File: config.mk
export PLATFORM = sky130hd
export DESIGN_NAME = crvg_front
export DESIGN_NICKNAME = d
export VERILOG_FILES = /design/src/rtl/crvg_pkg.sv /design/src/rtl/crvg_front.sv
export SDC_FILE = /design/constraint.sdc
export NUM_CORES = 1
export LEC_CHECK = 0
export ABC_AREA = 1
export BUFFER_PORTS_ARGS = -buffer_cell sky130_fd_sc_hd__buf_2
export CAP_MARGIN = 10
export CORE_ASPECT_RATIO = 2
export CORE_MARGIN = 2
export CORE_UTILIZATION = 25
export DETAILED_ROUTE_END_ITERATION = 16
export PLACE_DENSITY = 0.61
export SETUP_SLACK_MARGIN = 0.2
export SYNTH_ARGS = -nofsm -noshare
export SYNTH_HDL_FRONTEND = slang
export SYNTH_SLANG_ARGS = --single-unit
File: constraint.sdc
create_clock -name clk_i -period 1.2 [get_ports clk_i]
set_input_delay 0.24 -clock clk_i [delete_from_list [all_inputs] [get_ports clk_i]]
set_output_delay 0.24 -clock clk_i [all_outputs]
set_load 0.1 [all_outputs]
File: src/rtl/crvg_pkg.sv
// ----------------------------------------------------------------------------
// crvg_pkg: shared types and constants of the cylinder ring vertex generator
// Word formats on both channels, side-band records of the trig pipeline and
// the fixed-point constants of the series evaluation.
// ----------------------------------------------------------------------------
package crvg_pkg;

  localparam int unsigned MIN_SEGMENTS = 3;
  localparam logic [30:0] HALF_PI_Q30  = 31'd1686629713;
  localparam logic [31:0] Q30_ONE      = 32'h4000_0000;

  typedef enum logic [1:0] {
    QUAD_0,
    QUAD_90,
    QUAD_180,
    QUAD_270
  } quad_e;

  typedef struct packed {
    logic signed [7:0] segment_request;
    logic [6:0]        step_index;
  } in_t;

  typedef struct packed {
    logic               valid_res;
    logic signed [15:0] cos_value;
    logic signed [15:0] sin_value;
    logic [7:0]         bottom_vertex;
    logic [7:0]         top_vertex;
    logic               starts_quad;
  } out_t;

  // Index fields and flags worked out by the front end.
  typedef struct packed {
    logic       valid_res;
    logic [7:0] bottom_vertex;
    logic [7:0] top_vertex;
    logic       starts_quad;
  } tag_t;

  typedef struct packed {
    tag_t  tag;
    quad_e quad;
  } meta_t;

  // One stage of the series pipeline: running terms, sums and the
  // intermediate products of the divide-by-constant step.
  typedef struct packed {
    meta_t       meta;
    logic [31:0] x2;
    logic [31:0] s_term;
    logic [31:0] c_term;
    logic [33:0] s_pos;
    logic [33:0] s_neg;
    logic [33:0] c_pos;
    logic [33:0] c_neg;
    logic [31:0] s_v;
    logic [31:0] c_v;
    logic [31:0] s_q0;
    logic [31:0] c_q0;
    logic [31:0] s_qd;
    logic [31:0] c_qd;
  } stg_t;

endpackage

File: src/rtl/crvg_front.sv
// ----------------------------------------------------------------------------
// crvg_front: input stage of the cylinder ring vertex generator
// Takes a word, clamps the segment count and works out the index fields.
// ----------------------------------------------------------------------------
module crvg_front #(
  parameter int unsigned MAX_SEGMENTS = 64,
  parameter int unsigned CNT_W        = 7
) (
  input  logic                 clk_i,
  input  logic                 rst_ni,
  input  logic                 in_valid_i,
  output logic                 in_ready_o,
  input  crvg_pkg::in_t        in_data_i,
  output logic                 out_valid_o,
  input  logic                 out_ready_i,
  output logic [CNT_W-1:0]     out_cnt_o,
  output logic [6:0]           out_step_o,
  output crvg_pkg::tag_t       out_tag_o
);
  import crvg_pkg::*;

  localparam logic signed [9:0] MinX = 10'(MIN_SEGMENTS);
  localparam logic signed [9:0] MaxX = 10'(MAX_SEGMENTS);

  logic signed [9:0] req_x;
  logic [9:0]        sel;
  logic [CNT_W-1:0]  cnt_d, cnt_q;
  logic [6:0]        step_q;
  tag_t              tag_d, tag_q;
  logic              vld_q, adv;

  assign req_x = 10'(in_data_i.segment_request);

  always_comb begin
    if (req_x < MinX) begin
      sel = 10'(MIN_SEGMENTS);
    end else if (req_x > MaxX) begin
      sel = 10'(MAX_SEGMENTS);
    end else begin
      sel = unsigned'(req_x);
    end
    cnt_d = CNT_W'(sel);
    tag_d.valid_res     = 10'(in_data_i.step_index) <= 10'(cnt_d);
    tag_d.starts_quad   = 10'(in_data_i.step_index) < 10'(cnt_d);
    tag_d.bottom_vertex = {in_data_i.step_index, 1'b0};
    tag_d.top_vertex    = {in_data_i.step_index, 1'b1};
  end

  assign adv        = !vld_q || out_ready_i;
  assign in_ready_o = adv;

  always_ff @(posedge clk_i or negedge rst_ni) begin
    if (!rst_ni) begin
      vld_q <= 1'b0;
    end else if (adv) begin
      vld_q <= in_valid_i;
    end
  end

  always_ff @(posedge clk_i) begin
    if (adv) begin
      cnt_q  <= cnt_d;
      step_q <= in_data_i.step_index;
      tag_q  <= tag_d;
    end
  end

  assign out_valid_o = vld_q;
  assign out_cnt_o   = cnt_q;
  assign out_step_o  = step_q;
  assign out_tag_o   = tag_q;

endmodule

==> flow_summary.ini <==
[sta]
rsz0062_at_grt = true
setup_slack_ns = -0.261
skew_ns = 0.000863
finalCritPeriodShare = 1.22
final_hold_viol_count = 0
period_minus_slack_ns = 1.46
max_freq_mhz = 685
final-setup-viol-count = 24
hold_slack_ns = 0.180
slew_violations = 0

[cts]
htreeDepth = 1
clk_pin_slew_ns = 0.06
cts_buffer_depth = 2
cts-root-buf = clkbuf_8
cts.sink_count = 17
cts_made_buffers = 3
cts_tree = yes
insertion_delay_ns = 0.25

[global_routing]
grt_pass1_wl_um = 4140
grt_pass1_vias = 923
grt_start_max_net_pins = 18
grt-ovfl-total = 0
antenna_found_initial = 0
grt.total_usage = 0.120

[critical_path]
reg2regPathDepth = 3
crit_fanout = 5
start_kind = primary input
end_kind = flop
critPathKind = in -> reg
cp.arrival_ns = 1.47
crit_required_ns = 1.21

[routing]
firstDrtPassIters = 3
wl_per_cell_um = 13.0
ant_nets = 0
dr_wl_met3_um = 144
vias = 876
vias_per_cell = 4.17
drc_errors = 0
dr_wl_met2_um = 1750
wl_met1_um = 776
top_layer_used = met4
drt_wl_total_um = 2740
drtIter0Drc = 6

[yosys]
synth_commonest_cells = nand2_1 (20), buf_4 (16), edfxtp_1 (16)
synthCells = 98
synth_top_area_cell = edfxtp_1
synthDistinctLibCells = 16
synth-async-reset-ratio = 0.0588
syn_area_per_cell_um2 = 10.1
ys.flop_type = edfxtp_1
yosys_register_bits = 17
synth_area_leaders = edfxtp_1 (48%), buf_4 (12%), ha_1 (8.8%)
synth.most_common_cell = nand2_1
synth_nets = 124
yosysWarnings = 0
synth_top_area_share = 0.484
mappedNetlistArea_um2 = 993
ys_seq_area_frac = 0.509
synth_edf_count = 16

[finish]
fillers = 340
finalNonFillerCells = 210
final_nets = 186
drive_gt1_frac = 0.642
regArea_um2 = 509
multi_input_area_um2 = 474
diodes = 0
areaGrowthSynthToFinish_pct = 116

[placement]
io_buffers = 50
place.gp.congestion = 0.877
dp_hpwl_um = 2030
post-place-cells = 195

[worst_hold_path]
hp-class = in -> reg
min_path_cells = 1

[floorplan]
boundaryPins = 53
die_h_um = 93.2
fp.coreArea_um2 = 3840
initial_core_util = 0.258
die_area_um2 = 4520
placementRows = 32
die_w_um = 48.6

[power]
seqPwrFrac = 0.311
peakVddDrop_uv = 482
leakagePower_nw = 0.966
internal_power_mw = 1.44
pwr_density_cell_nw_per_um2 = 1170
p_sw_frac = 0.427
switching_power_mw = 1.07
clockPowerShare = 0.165
combPwrFrac = 0.524

[flow_run]
cap_violations = 0

[status]
violations = setup timing
outcome = complete, but fails checks
worst paths after layout:
path                         startpoint  slack, ns            end
max                        in_data_i[9]      -0.26  out_tag_o[17]
min                        in_data_i[0]       0.18   out_tag_o[2]
max reg2reg                 out_valid_o       0.07   out_tag_o[2]
min reg2reg                 out_valid_o       0.84  out_tag_o[17]
max in group asynchronous        rst_ni       0.81    out_valid_o
min in group asynchronous        rst_ni       0.29    out_valid_o
per-layer routing:
metal,vias to the layer above,track usage
met4,0,0.0714
met1,412,0.0956
met3,5,0.0224
met2,36,0.253
li1,423,-
met5,-,0
metrics by stage:
stage / setup slack, ns / TNS, ns / power (mW) / instance area (um2) / util
after detailed placement: -0.576 / -1.13 / 1.99 / 1820 / 0.472
after CTS: -0.232 / -1.24 / 2.47 / 2040 / 0.530
final: -0.261 / -1.16 / 2.51 / 2140 / 0.558
after global routing: -0.384 / -1.90 / 2.59 / 2140 / 0.558
after global placement: -0.527 / -1.04 / 1.98 / 1820 / 0.472
after floorplan: -0.324 / -5.82 / 1.61 / 1160 / -
cell families (layout without fill, tap and decap cells):
group | Yosys count | in the layout | synth area share
and+or+nand+nor | 42 | 42 | 0.199
buffers and inverters | 26 | 87 | 0.159
DFF | 17 | 17 | 0.509
adders and majority gates | 7 | 7 | 0.0882
AOI/OAI and AO/OA | 4 | 4 | 0.0378
other | 2 | 2 | 0.00756
flip-flops by register name, indices dropped and copies added (netlist names):
signal and cells:
out_valid_o 1, out_cnt_o 7, out_tag_o 9
repair_timing:
action	in CTS	in global routing
hold endpoints to repair	1	0
buffers inserted	4	4
pin swaps	18	5
hold buffers	1	0
setup endpoints to repair	34	55
gates resized for setup	27	7
cloned	0	2
critical path: stages:
cell and delay [ns]:
buf_6 0.10, nor2_4 0.14, nand3_2 0.11, nand2_4 0.13, nand3_2 0.11, ha_4 0.28
nand2_2 0.05, nor2_2 0.11, nand2_1 0.07, nand2_1 0.08, nand2_1 0.05
cell type report:
cell class	count	area share
multi-input cells	55	0.221
inverters	10	0.0187
clock buffers	4	0.0210
repair buffers	73	0.472
well taps	51	0.0298
flip-flops and latches	17	0.237
power by group through the flow:
stage,Clock [mW],Sequential [mW],Combinational [mW]
after floorplan,0,1.10,0.506
after CTS,0.421,0.781,1.26
final,0.414,0.779,1.32
after global routing,0.446,0.785,1.36
after global placement,0,0.789,1.19
after detailed placement,0,0.793,1.20
cell usage in the layout (no fill, tap or decap), types with 5 or more instances in the layout:
cell | Yosys | layout
buf_12 | 0 | 33
edfxtp_1 | 16 | 16
buf_4 | 16 | 16
nand2_1 | 20 | 15
buf_2 | 0 | 11
inv_1 | 10 | 9
buf_6 | 0 | 9
nor2_4 | 3 | 5
nand2_4 | 0 | 5
nor2_1 | 10 | 5
(Power assumes the default switching activity.)
