## src/rtl/crvg_fifo.sv

```systemverilog
// ----------------------------------------------------------------------------
// crvg_fifo: two-entry queue between front end and trig pipeline
// Decouples the stall of the back end from the input stage.
// ----------------------------------------------------------------------------
module crvg_fifo #(
  parameter int unsigned DATA_W = 32
) (
  input  logic              clk_i,
  input  logic              rst_ni,
  input  logic              in_valid_i,
  output logic              in_ready_o,
  input  logic [DATA_W-1:0] in_data_i,
  output logic              out_valid_o,
  input  logic              out_ready_i,
  output logic [DATA_W-1:0] out_data_o
);

  localparam int unsigned Depth = 2;

  logic [DATA_W-1:0] slot_q [Depth];
  logic              wr_ptr_q, rd_ptr_q;
  logic [1:0]        cnt_q;
  logic              push, pop;

  assign in_ready_o  = cnt_q < 2'(Depth);
  assign out_valid_o = cnt_q != 2'd0;
  assign push        = in_valid_i && in_ready_o;
  assign pop         = out_valid_o && out_ready_i;
  assign out_data_o  = slot_q[rd_ptr_q];

  always_ff @(posedge clk_i or negedge rst_ni) begin
    if (!rst_ni) begin
      wr_ptr_q <= 1'b0;
      rd_ptr_q <= 1'b0;
      cnt_q    <= 2'd0;
    end else begin
      if (push) wr_ptr_q <= !wr_ptr_q;
      if (pop)  rd_ptr_q <= !rd_ptr_q;
      cnt_q <= cnt_q + 2'(push) - 2'(pop);
    end
  end

  always_ff @(posedge clk_i) begin
    if (push) slot_q[wr_ptr_q] <= in_data_i;
  end

  a_cnt_range: assert property (@(posedge clk_i) disable iff (!rst_ni)
    cnt_q <= 2'(Depth)) else $error("queue count beyond depth");

  a_cnt_grow: assert property (@(posedge clk_i) disable iff (!rst_ni)
    push && !pop |=> cnt_q == $past(cnt_q) + 2'd1) else $error("queue count lost a push");

  a_full_no_push: assert property (@(posedge clk_i) disable iff (!rst_ni)
    cnt_q == 2'(Depth) |-> !push) else $error("word pushed into a full queue");

endmodule

```

## config.mk

```make
export PLATFORM = sky130hd
export DESIGN_NAME = crvg_fifo
export DESIGN_NICKNAME = d
export VERILOG_FILES = /design/src/rtl/crvg_fifo.sv
export SDC_FILE = /design/constraint.sdc
export NUM_CORES = 1
export LEC_CHECK = 0
export BUFFER_PORTS_ARGS = -buffer_cell sky130_fd_sc_hd__buf_2
export CAP_MARGIN = 20
export CORE_MARGIN = 2
export CORE_UTILIZATION = 40
export DETAILED_ROUTE_END_ITERATION = 8
export HOLD_SLACK_MARGIN = 0.1
export PLACE_DENSITY = 0.65
export SYNTH_ARGS = -nofsm -noshare
export SYNTH_HDL_FRONTEND = slang
export SYNTH_SLANG_ARGS = --single-unit
export TNS_END_PERCENT = 20
```

## constraint.sdc

```tcl
create_clock -name clk_i -period 6.65 [get_ports clk_i]
set_clock_uncertainty 0.05 [all_clocks]
set_input_delay 0.665 -clock clk_i [delete_from_list [all_inputs] [get_ports clk_i]]
set_output_delay 0.665 -clock clk_i [all_outputs]
set_load 0.03 [all_outputs]
```

==> results of run 1 <==
==> state kept, by name (all words and copies together), names as in the netlist <==
register,cells
wr_ptr_q,1
slot_q,64
cnt_q,2
rd_ptr_q,1
==> cells in the final DEF (no fill, tap or decap) <==
| cell | n |
|---|---|
| xnor2_1 | 3 |
| nor2_4 | 1 |
| mux2_2 | 3 |
| clkinv_1 | 1 |
| buf_4 | 1 |
| or2_2 | 1 |
| dfrtp_1 | 3 |
| clkinv_2 | 1 |
| buf_2 | 69 |
| o21ai_0 | 2 |
| nor2b_1 | 1 |
| inv_1 | 1 |
| clkbuf_1 | 2 |
| edfxtp_1 | 64 |
| and3_1 | 1 |
| ha_1 | 1 |
| nand2_1 | 2 |
| a2bb2oi_1 | 1 |
| dfrtp_2 | 1 |
| dlygate4sd3_1 | 1 |
| nor2_1 | 1 |
| clkbuf_8 | 12 |
| and2_1 | 1 |
| mux2_4 | 29 |
==> worst max-delay path by stage <==
stage | slack (ns) | from | endpoint
after global routing | 3.85 | rd_ptr_q$_DFFE_PN0P_ | out_data_o[30]
after floorplan | 4.03 | cnt_q[1]$_DFF_PN0_ | slot_q[0][0]$_DFFE_PP_
after CTS | 3.90 | rd_ptr_q$_DFFE_PN0P_ | out_data_o[30]
after detailed placement | 4.28 | rd_ptr_q$_DFFE_PN0P_ | out_data_o[30]
final | 3.97 | rd_ptr_q$_DFFE_PN0P_ | out_data_o[30]
after global placement | 4.30 | rd_ptr_q$_DFFE_PN0P_ | out_data_o[28]
==> layout make-up <==
| cell class | instances | area (um2) | area share |
|---|---|---|---|
| Tap cell | 77 | 96.3 | 0.0297 |
| Inverter | 1 | 3.75 | 0.00116 |
| Clock inverter | 2 | 8.76 | 0.00270 |
| Timing Repair Buffer | 71 | 363 | 0.112 |
| Sequential cell | 68 | 2020 | 0.624 |
| Clock buffer | 14 | 173 | 0.0533 |
| Multi-Input combinational cell | 47 | 574 | 0.177 |
==> worst reg2reg max path: cells and delay by family (launching register included) <==
family	cells	cell delay, ns
buf+inv	1	0.12
flops	1	0.41
simple gates	2	0.89
==> timing repair <==
action	4_1_cts	5_1_grt
hold buffers	1	0
hold endpoints to repair	4	0
setup endpoints to repair	0	0
==> where the power goes <==
part | leakage [nW] | internal [mW] | switching (mW) | total (mW)
sequential | 0.638 | 0.575 | 0.0798 | 0.655
combinational | 0.577 | 0.231 | 0.300 | 0.531
clock | 0.0941 | 0.164 | 0.133 | 0.298
==> cell families (layout without fill, tap and decap cells) <==
logic type / count (synthesis) / in the layout / synth area share
AND/OR/NAND/NOR: 8 / 8 / 0.0150
adder cells (fa/ha/maj): 1 / 1 / 0.00470
flip-flops: 68 / 68 / 0.759
multiplexers: 32 / 32 / 0.176
buffers and inverters: 5 / 88 / 0.0282
XOR/XNOR: 3 / 3 / 0.00987
AO/OA/AOI/OAI: 3 / 3 / 0.00705
==> metal layers <==
metal  track usage  vias to the layer above  wire length [um]
met2         0.207                       44              2150
met5             0                        -                 0
met4        0.0693                        0                70
li1              -                      623                 -
met1         0.137                      620              1650
met3        0.0298                        9               231
==> flow_summary.json, run 1 <==
{
  "status": "finished, final reports clean",
  "overflow": 0,
  "crit_chain": "mux2_2 -> buf_2",
  "clk_pin_slew_ns": 0.07,
  "gp_congestion": 0.710,
  "nFillCells": 529,
  "whs_ns": 0.477,
  "timing.fmax_mhz": 373,
  "max-slew-margin-rel": 0.326,
  "cts_setup_buffers": 0,
  "cts_tree": "done",
  "antenna_cells": 0,
  "syn_inst": 120,
  "cp_slowest_cell": "dfrtp_2",
  "dieArea_mm2": 0.00733,
  "clockBufferDepth": 2,
  "path_buf_inv": 1,
  "ios": 70,
  "dp_hpwl_um": 2760,
  "timing.final.ws_setup_ns": 3.97,
  "drc": 0,
  "drive_above_1_share": 0.581,
  "cts_htree_levels": 3,
  "min_to": "slot_q[0][8]$_DFFE_PP_",
  "row_count": 29,
  "core_area_mm2": 0.00639,
  "synth_most_common_cell": "edfxtp_1",
  "reg2reg_depth": 3,
  "cts-buffers-inserted": 9,
  "placed_cell_area_mm2": 0.00305,
  "path_class": "register to output pin",
  "power_mw": 1.48,
  "crit_fanout": 33,
  "drtPass1Iterations": 4,
  "worstMarginPinSlew_ns": 1.01,
  "ys_ff_latch": 68,
  "synthTopCellsByArea": "edfxtp_1, mux2_4, dfrtp_1",
  "drt-vias-per-instance": 4.63,
  "hp-start": "in_data_i[8]",
  "die_w_um": 85.6,
  "final_core_util": 0.508,
  "synth_area_leader_cell": "edfxtp_1",
  "ir_worst_vdd_mv": 0.247,
  "antenna_found_initial": 0,
  "rsz0062_at_grt": "false",
  "grt_max_degree": 34,
  "finalSetupViolations": 0,
  "hold_viol_final": 0,
  "cp.depth": 2,
  "pre_cts_ws_ns": 4.28,
  "crit_path_end_kind": "output pin",
  "timing.rr.start": "cnt_q[1]$_DFF_PN0_",
  "ys_types": 17,
  "critical-path-top-delay-family": "flip-flops",
  "synthArstFlopShare": 0.0588,
  "grt_pass1_wl_um": 6440,
  "grt.total_usage": 0.121,
  "whs_path_depth": 1,
  "fp.dieH_um": 85.6,
  "clk_latency_ns": 0.32,
  "fin_area_mm2": 0.00324,
  "synth_nets": 157,
  "vias": 1296,
  "port_buffers": 69,
  "max-cap-violations": 0,
  "hold_path_class": "input pin to register",
  "fin_crit_sh": 0.403,
  "timing.rr.end": "slot_q[0][1]$_DFFE_PP_",
  "dp.cells": 263,
  "worst_setup_path_start_kind": "register",
  "nets": 235,
  "p_leak_nw": 1.31,
  "synth_edf_count": 64,
  "cts-root-buf": "clkbuf_8",
  "layout_min_cycle_time_ns": 2.68,
  "synth_top_area_frac": 0.721,
  "synth_top_flop_cell": "edfxtp_1",
  "fin_tns_setup_ns": 0,
  "ff2ff_setup_slack_ns": 4.79,
  "p_per_area_mw_per_mm2": 458,
  "yosys-top-cells-count": "edfxtp_1, mux2_4, dfrtp_1",
  "drt-initial-drc-count": 54,
  "ant_nets": 0,
  "fin_cells": 280,
  "crit_arrival_ns": 1.97,
  "routed_wirelength_um": 4100,
  "grt_pass1_vias": 1367,
  "drv_slew": 0,
  "detail_route.wl_per_cell_um": 14.6,
  "cp.required_ns": 5.93,
  "cts_sinks": 68,
  "area_growth_pct": 21.7,
  "syn-cell-area_mm2": 0.00266,
  "start_util": 0.417,
  "cts_resized": 0,
  "yosys_warnings": 0,
  "ys_seq_area_frac": 0.759,
  "avgSynthCellArea_um2": 22.2,
  "crit_path_max_incr_delay_ns": 1.04
}
Power figures use the tool's default switching activity.
==> run 2: changes to the inputs <==
Settings changed: PLACE_DENSITY 0.65 to 0.68.
Clock period 6.65 ns to 2.43 ns, I/O delays scaled along.
==> run 2 against run 1 <==
Against the previous run: combinational power grew to 3.1 times the previous value; flip-flop and latch count stayed put; non-clock buffer count is 36 higher; die area stayed put; via count is 10% higher; largest cell class unchanged; clock power grew to 2.6 times the previous value; design area is 11% higher; count of clock-buffer cells in the layout is 2 lower; core utilization is 5.5 points higher; routed wire length is 7.9% higher; sequential power grew to 2.6 times the previous value; register-to-register slack worse by 4.0 ns.
==> flow_summary.json, run 2 (synthesized netlist as in run 1, its figures left out) <==
{
  "vias": 1426,
  "final_cell_mix": "buf_2, edfxtp_1, dlygate4sd3_1",
  "drt-vias-per-instance": 4.51,
  "cts-root-buf": "clkbuf_8",
  "row_count": 29,
  "clk_latency_ns": 0.33,
  "cts-buffers-inserted": 9,
  "p_per_area_mw_per_mm2": 1140,
  "dp.cells": 267,
  "reg2reg_depth": 4,
  "ant_nets": 0,
  "fin_tns_setup_ns": 0,
  "start_util": 0.417,
  "rsz0062_at_grt": "false",
  "grt_pass1_vias": 1506,
  "port_buffers": 69,
  "status": "finished, final reports clean",
  "fin_crit_sh": 0.809,
  "clockPowerShare": 0.190,
  "layout_min_cycle_time_ns": 1.97,
  "regMostFlops": "slot_q",
  "crit_path_end_kind": "output pin",
  "ios": 70,
  "final_common_cell": "buf_2",
  "drtPass1Iterations": 4,
  "area_growth_pct": 34.9,
  "grt_max_degree": 22,
  "hold_path_class": "input pin to register",
  "dp_hpwl_um": 2880,
  "ff2ff_setup_slack_ns": 0.83,
  "reg_top3": "slot_q x64, cnt_q x2",
  "antenna_cells": 0,
  "crit_path_end": "out_data_o[25]",
  "fin_cells": 316,
  "drv_slew": 0,
  "fp.dieH_um": 85.6,
  "largest_reg_flops": 64,
  "clk_pin_slew_ns": 0.06,
  "nets": 271,
  "p_sw_frac": 0.352,
  "finalSetupViolations": 0,
  "cts_htree_levels": 3,
  "pwr-share-seq": 0.409,
  "antenna_found_initial": 0,
  "crit_fanout": 12,
  "cp.required_ns": 2.14,
  "worstMarginPinSlew_ns": 0.416,
  "comb_power_share": 0.401,
  "die_w_um": 85.6,
  "ir_worst_vdd_mv": 0.492,
  "overflow": 0,
  "hold_viol_final": 0,
  "netSwitchingPower_mw": 1.44,
  "routed_wirelength_um": 4420,
  "crit_arrival_ns": 1.67,
  "detail_route.wl_per_cell_um": 14.0,
  "power_mw": 4.10,
  "whs_ns": 0.148,
  "timing.fmax_mhz": 509,
  "p_leak_nw": 1.45,
  "cts_tree": "done",
  "timing.rr.start": "cnt_q[1]$_DFF_PN0_",
  "hp-start": "out_ready_i",
  "max-cap-violations": 0,
  "clockBufferDepth": 2,
  "fin_area_mm2": 0.00359,
  "drive_above_1_share": 0.515,
  "cp-startpoint": "rd_ptr_q$_DFFE_PN0P_",
  "timing.rr.end": "slot_q[0][6]$_DFFE_PP_",
  "drt-initial-drc-count": 63,
  "p_int_mw": 2.66,
  "cts_sinks": 68,
  "gp_congestion": 0.729,
  "core_area_mm2": 0.00639,
  "path_class": "register to output pin",
  "max-slew-margin-rel": 0.722,
  "grt_pass1_wl_um": 6810,
  "drc": 0,
  "grt.total_usage": 0.127,
  "placed_cell_area_mm2": 0.00309,
  "dieArea_mm2": 0.00733,
  "worst_setup_path_start_kind": "register"
}
## run 2: cell count changes in the layout (fill, tap and decap cells not counted)
cell	delta
clkbuf_8	-2
dlygate4sd3_1	+32
buf_12	+1
buf_4	+3
clkinv_1	-1
clkinvlp_4	+2
clkinv_2	+1
## run 2: worst min path at each step
| stage | depth (start not counted) | slack [ns] | to |
|---|---|---|---|
| floorplan | 0 | -0.10 | cnt_q[0]$_DFF_PN0_ |
| global placement | 1 | 0.005 | cnt_q[0]$_DFF_PN0_ |
| detailed placement | 1 | 0.009 | cnt_q[0]$_DFF_PN0_ |
| CTS | 3 | 0.13 | rd_ptr_q$_DFFE_PN0P_ |
| global route | 3 | 0.17 | rd_ptr_q$_DFFE_PN0P_ |
| finish | 3 | 0.15 | rd_ptr_q$_DFFE_PN0P_ |
## run 2: final cells by class
type,count,area [um2]
Fill cell,497,2790
Sequential cell,68,2020
Timing Repair Buffer,107,726
Multi-Input combinational cell,47,574
Clock buffer,12,145
Tap cell,77,96.3
Clock inverter,4,25.0
Inverter,1,3.75
## run 2: critical path: stages, from the launching register on
cell	delay [ns]
dfrtp_2	0.51
buf_4	0.32
mux2_4	0.33
buf_2	0.18
## run 2: power by group through the flow
stage / Combinational [mW] / Sequential, mW / Clock, mW
5_1_grt: 1.74 / 1.70 / 0.864
3_3_place_gp: 1.63 / 1.69 / 0
6_report: 1.65 / 1.68 / 0.779
4_1_cts: 1.67 / 1.68 / 0.806
3_5_place_dp: 1.63 / 1.71 / 0
2_1_floorplan: 1.37 / 1.65 / 0
## run 2: stage by stage
stage	setup slack, ns	util
detailed placement	0.795	0.484
global placement	0.780	0.484
global route	0.368	0.563
finish	0.464	0.563
CTS	0.428	0.563
floorplan	0.330	-
## run 2: routing by layer
metal,vias up,wire (um),track usage
met3,9,231,0.0346
met2,49,2320,0.219
met1,674,1780,0.142
li1,694,-,-
met5,-,0,0
met4,0,90,0.0736
## run 2: timing repair
action | 4_1_cts | 5_1_grt
resized for setup | 0 | 0
hold buffers | 33 | 0
setup buffers | 0 | 0
hold endpoints to repair | 68 | 0
==> run 3: changes to the inputs <==
Clock period 2.43 ns to 1.7 ns, I/O delays scaled along.
==> run 3 against run 2 <==
Against the previous run: worst setup slack worse by 0.44 ns; die area unchanged; non-clock buffer count grew 3; critical path depth stayed put; sequential share of layout area is 0.41 points lower; register-to-register slack got worse by 0.45 ns; sequential power grew 41%; combinational power rose by 52%; via count rose by 0.42%; routed wire length up 3.2%; first-iteration DRC count down 19%.
==> flow_summary.json, run 3 (synthesized netlist as in run 1, its figures left out) <==
{
  "antenna_found_initial": 0,
  "crit_path_end_kind": "output pin",
  "met2WireLength_um": 2320,
  "highest_layer": "met4",
  "ios": 70,
  "cts_tree": "done",
  "largest_reg_flops": 64,
  "cts-buffers-inserted": 9,
  "path_class": "register to output pin",
  "final_common_cell": "buf_2",
  "netSwitchingPower_mw": 2.07,
  "path_buf_inv": 2,
  "cts-root-buf": "clkbuf_8",
  "cp-startpoint": "rd_ptr_q$_DFFE_PN0P_",
  "p_sw_frac": 0.352,
  "fin_crit_sh": 0.983,
  "layout_min_cycle_time_ns": 1.67,
  "row_count": 29,
  "grt_pass1_wl_um": 7000,
  "ff2ff_setup_slack_ns": 0.38,
  "fp.dieH_um": 85.6,
  "grt.total_usage": 0.128,
  "grt_max_degree": 23,
  "cp.depth": 3,
  "crit_arrival_ns": 1.45,
  "cp.required_ns": 1.48,
  "pwr-share-seq": 0.403,
  "clockPowerShare": 0.173,
  "grt_pass1_vias": 1474,
  "hold_path_class": "input pin to async pin",
  "routed_wirelength_um": 4560,
  "vias": 1432,
  "area_growth_pct": 35.9,
  "worstMarginPinSlew_ns": 0.275,
  "power_mw": 5.90,
  "die_w_um": 85.6,
  "status": "finished, final reports clean",
  "antenna_cells": 0,
  "clk_pin_slew_ns": 0.07,
  "p_leak_nw": 1.47,
  "timing.rr.end": "slot_q[0][16]$_DFFE_PP_",
  "drive_above_1_share": 0.517,
  "crit_path_end": "out_data_o[27]",
  "regMostFlops": "slot_q",
  "wl_met1_um": 1970,
  "reg_top3": "slot_q x64, cnt_q x2",
  "crit_path_max_incr_delay_ns": 0.41,
  "max-slew-margin-rel": 0.817,
  "timing.fmax_mhz": 599,
  "reg2reg_depth": 4,
  "crit_fanout": 16,
  "drtPass1Iterations": 4,
  "wl_met3_um": 231,
  "final_cell_mix": "buf_2, edfxtp_1, dlygate4sd3_1",
  "hold_viol_final": 0,
  "cts_sinks": 68,
  "detail_route.wl_per_cell_um": 14.4,
  "drc": 0,
  "whs_ns": 0.124,
  "crit_chain": "buf_12 -> mux2_2 -> buf_2",
  "core_area_mm2": 0.00639,
  "p_int_mw": 3.82,
  "rsz0062_at_grt": "true",
  "gp_congestion": 0.707,
  "max-cap-violations": 0,
  "drt-initial-drc-count": 51,
  "overflow": 0,
  "p_per_area_mw_per_mm2": 1630,
  "worst_setup_path_start_kind": "register",
  "cp_slowest_cell": "dfrtp_2",
  "critical-path-top-delay-family": "flip-flops",
  "port_buffers": 69,
  "nets": 274,
  "ir_worst_vdd_mv": 0.945,
  "drv_slew": 0,
  "finalSetupViolations": 0,
  "clk_latency_ns": 0.32,
  "ant_nets": 0,
  "drt-vias-per-instance": 4.52,
  "timing.rr.start": "cnt_q[1]$_DFF_PN0_",
  "comb_power_share": 0.424,
  "start_util": 0.417,
  "dieArea_mm2": 0.00733,
  "cts_htree_levels": 3,
  "final_core_util": 0.567,
  "clockBufferDepth": 2
}
==> run 3: area by class of cell <==
type	count	area [um2]
clock inverter	5	21.3
timing repair buffer	110	776
inverter	1	3.75
sequential	68	2020
fill	530	2770
multi-input combinational	47	576
tap	77	96.3
clock buffer	9	124
==> run 3: worst min path at each step <==
stage	from	endpoint	slack, ns	cells past startpoint
after global routing	rst_ni	wr_ptr_q$_DFFE_PN0P_	0.15	2
after detailed placement	rst_ni	cnt_q[1]$_DFF_PN0_	-0.07	1
after global placement	rst_ni	cnt_q[1]$_DFF_PN0_	-0.06	1
after floorplan	rst_ni	cnt_q[0]$_DFF_PN0_	-0.18	0
final	rst_ni	cnt_q[1]$_DFF_PN0_	0.12	2
after CTS	rst_ni	cnt_q[1]$_DFF_PN0_	0.11	2
==> run 3: metal layers <==
| metal | vias to the layer above | track usage |
|---|---|---|
| met5 | - | 0 |
| met4 | 0 | 0.0678 |
| met3 | 7 | 0.0346 |
| met2 | 41 | 0.217 |
| met1 | 688 | 0.149 |
| li1 | 696 | - |
==> run 3: through the flow <==
stage	instances	TNS [ns]	setup slack (ns)	instance area [um2]
floorplan	120	0	0.0330	2670
global placement	268	0	0.398	3130
detailed placement	268	0	0.363	3130
CTS	316	0	0.00337	3610
global route	317	-0.0557	-0.0171	3620
finish	317	0	0.0292	3620
==> run 3: worst reg2reg max path, stage by stage (launching register included) <==
cell,delay [ns]
dfrtp_1,0.41
inv_2,0.08
nand2_1,0.12
nor2_4,0.16
buf_4,0.20
==> run 3: power by group through the flow <==
stage	sequential (mW)	combinational, mW	clock, mW
3_5_place_dp	2.41	2.46	0
6_report	2.37	2.50	1.02
3_3_place_gp	2.40	2.43	0
4_1_cts	2.38	2.52	1.06
2_1_floorplan	2.36	1.96	0
5_1_grt	2.41	2.65	1.14
==> run 3: repair_timing <==
| action | CTS | global route |
|---|---|---|
| resized for setup | 0 | 0 |
| endpoints found under the hold margin | 69 | 0 |
| endpoints found under the setup margin | 0 | 8 |
| buffers inserted | 0 | 1 |
| hold buffers | 34 | 0 |
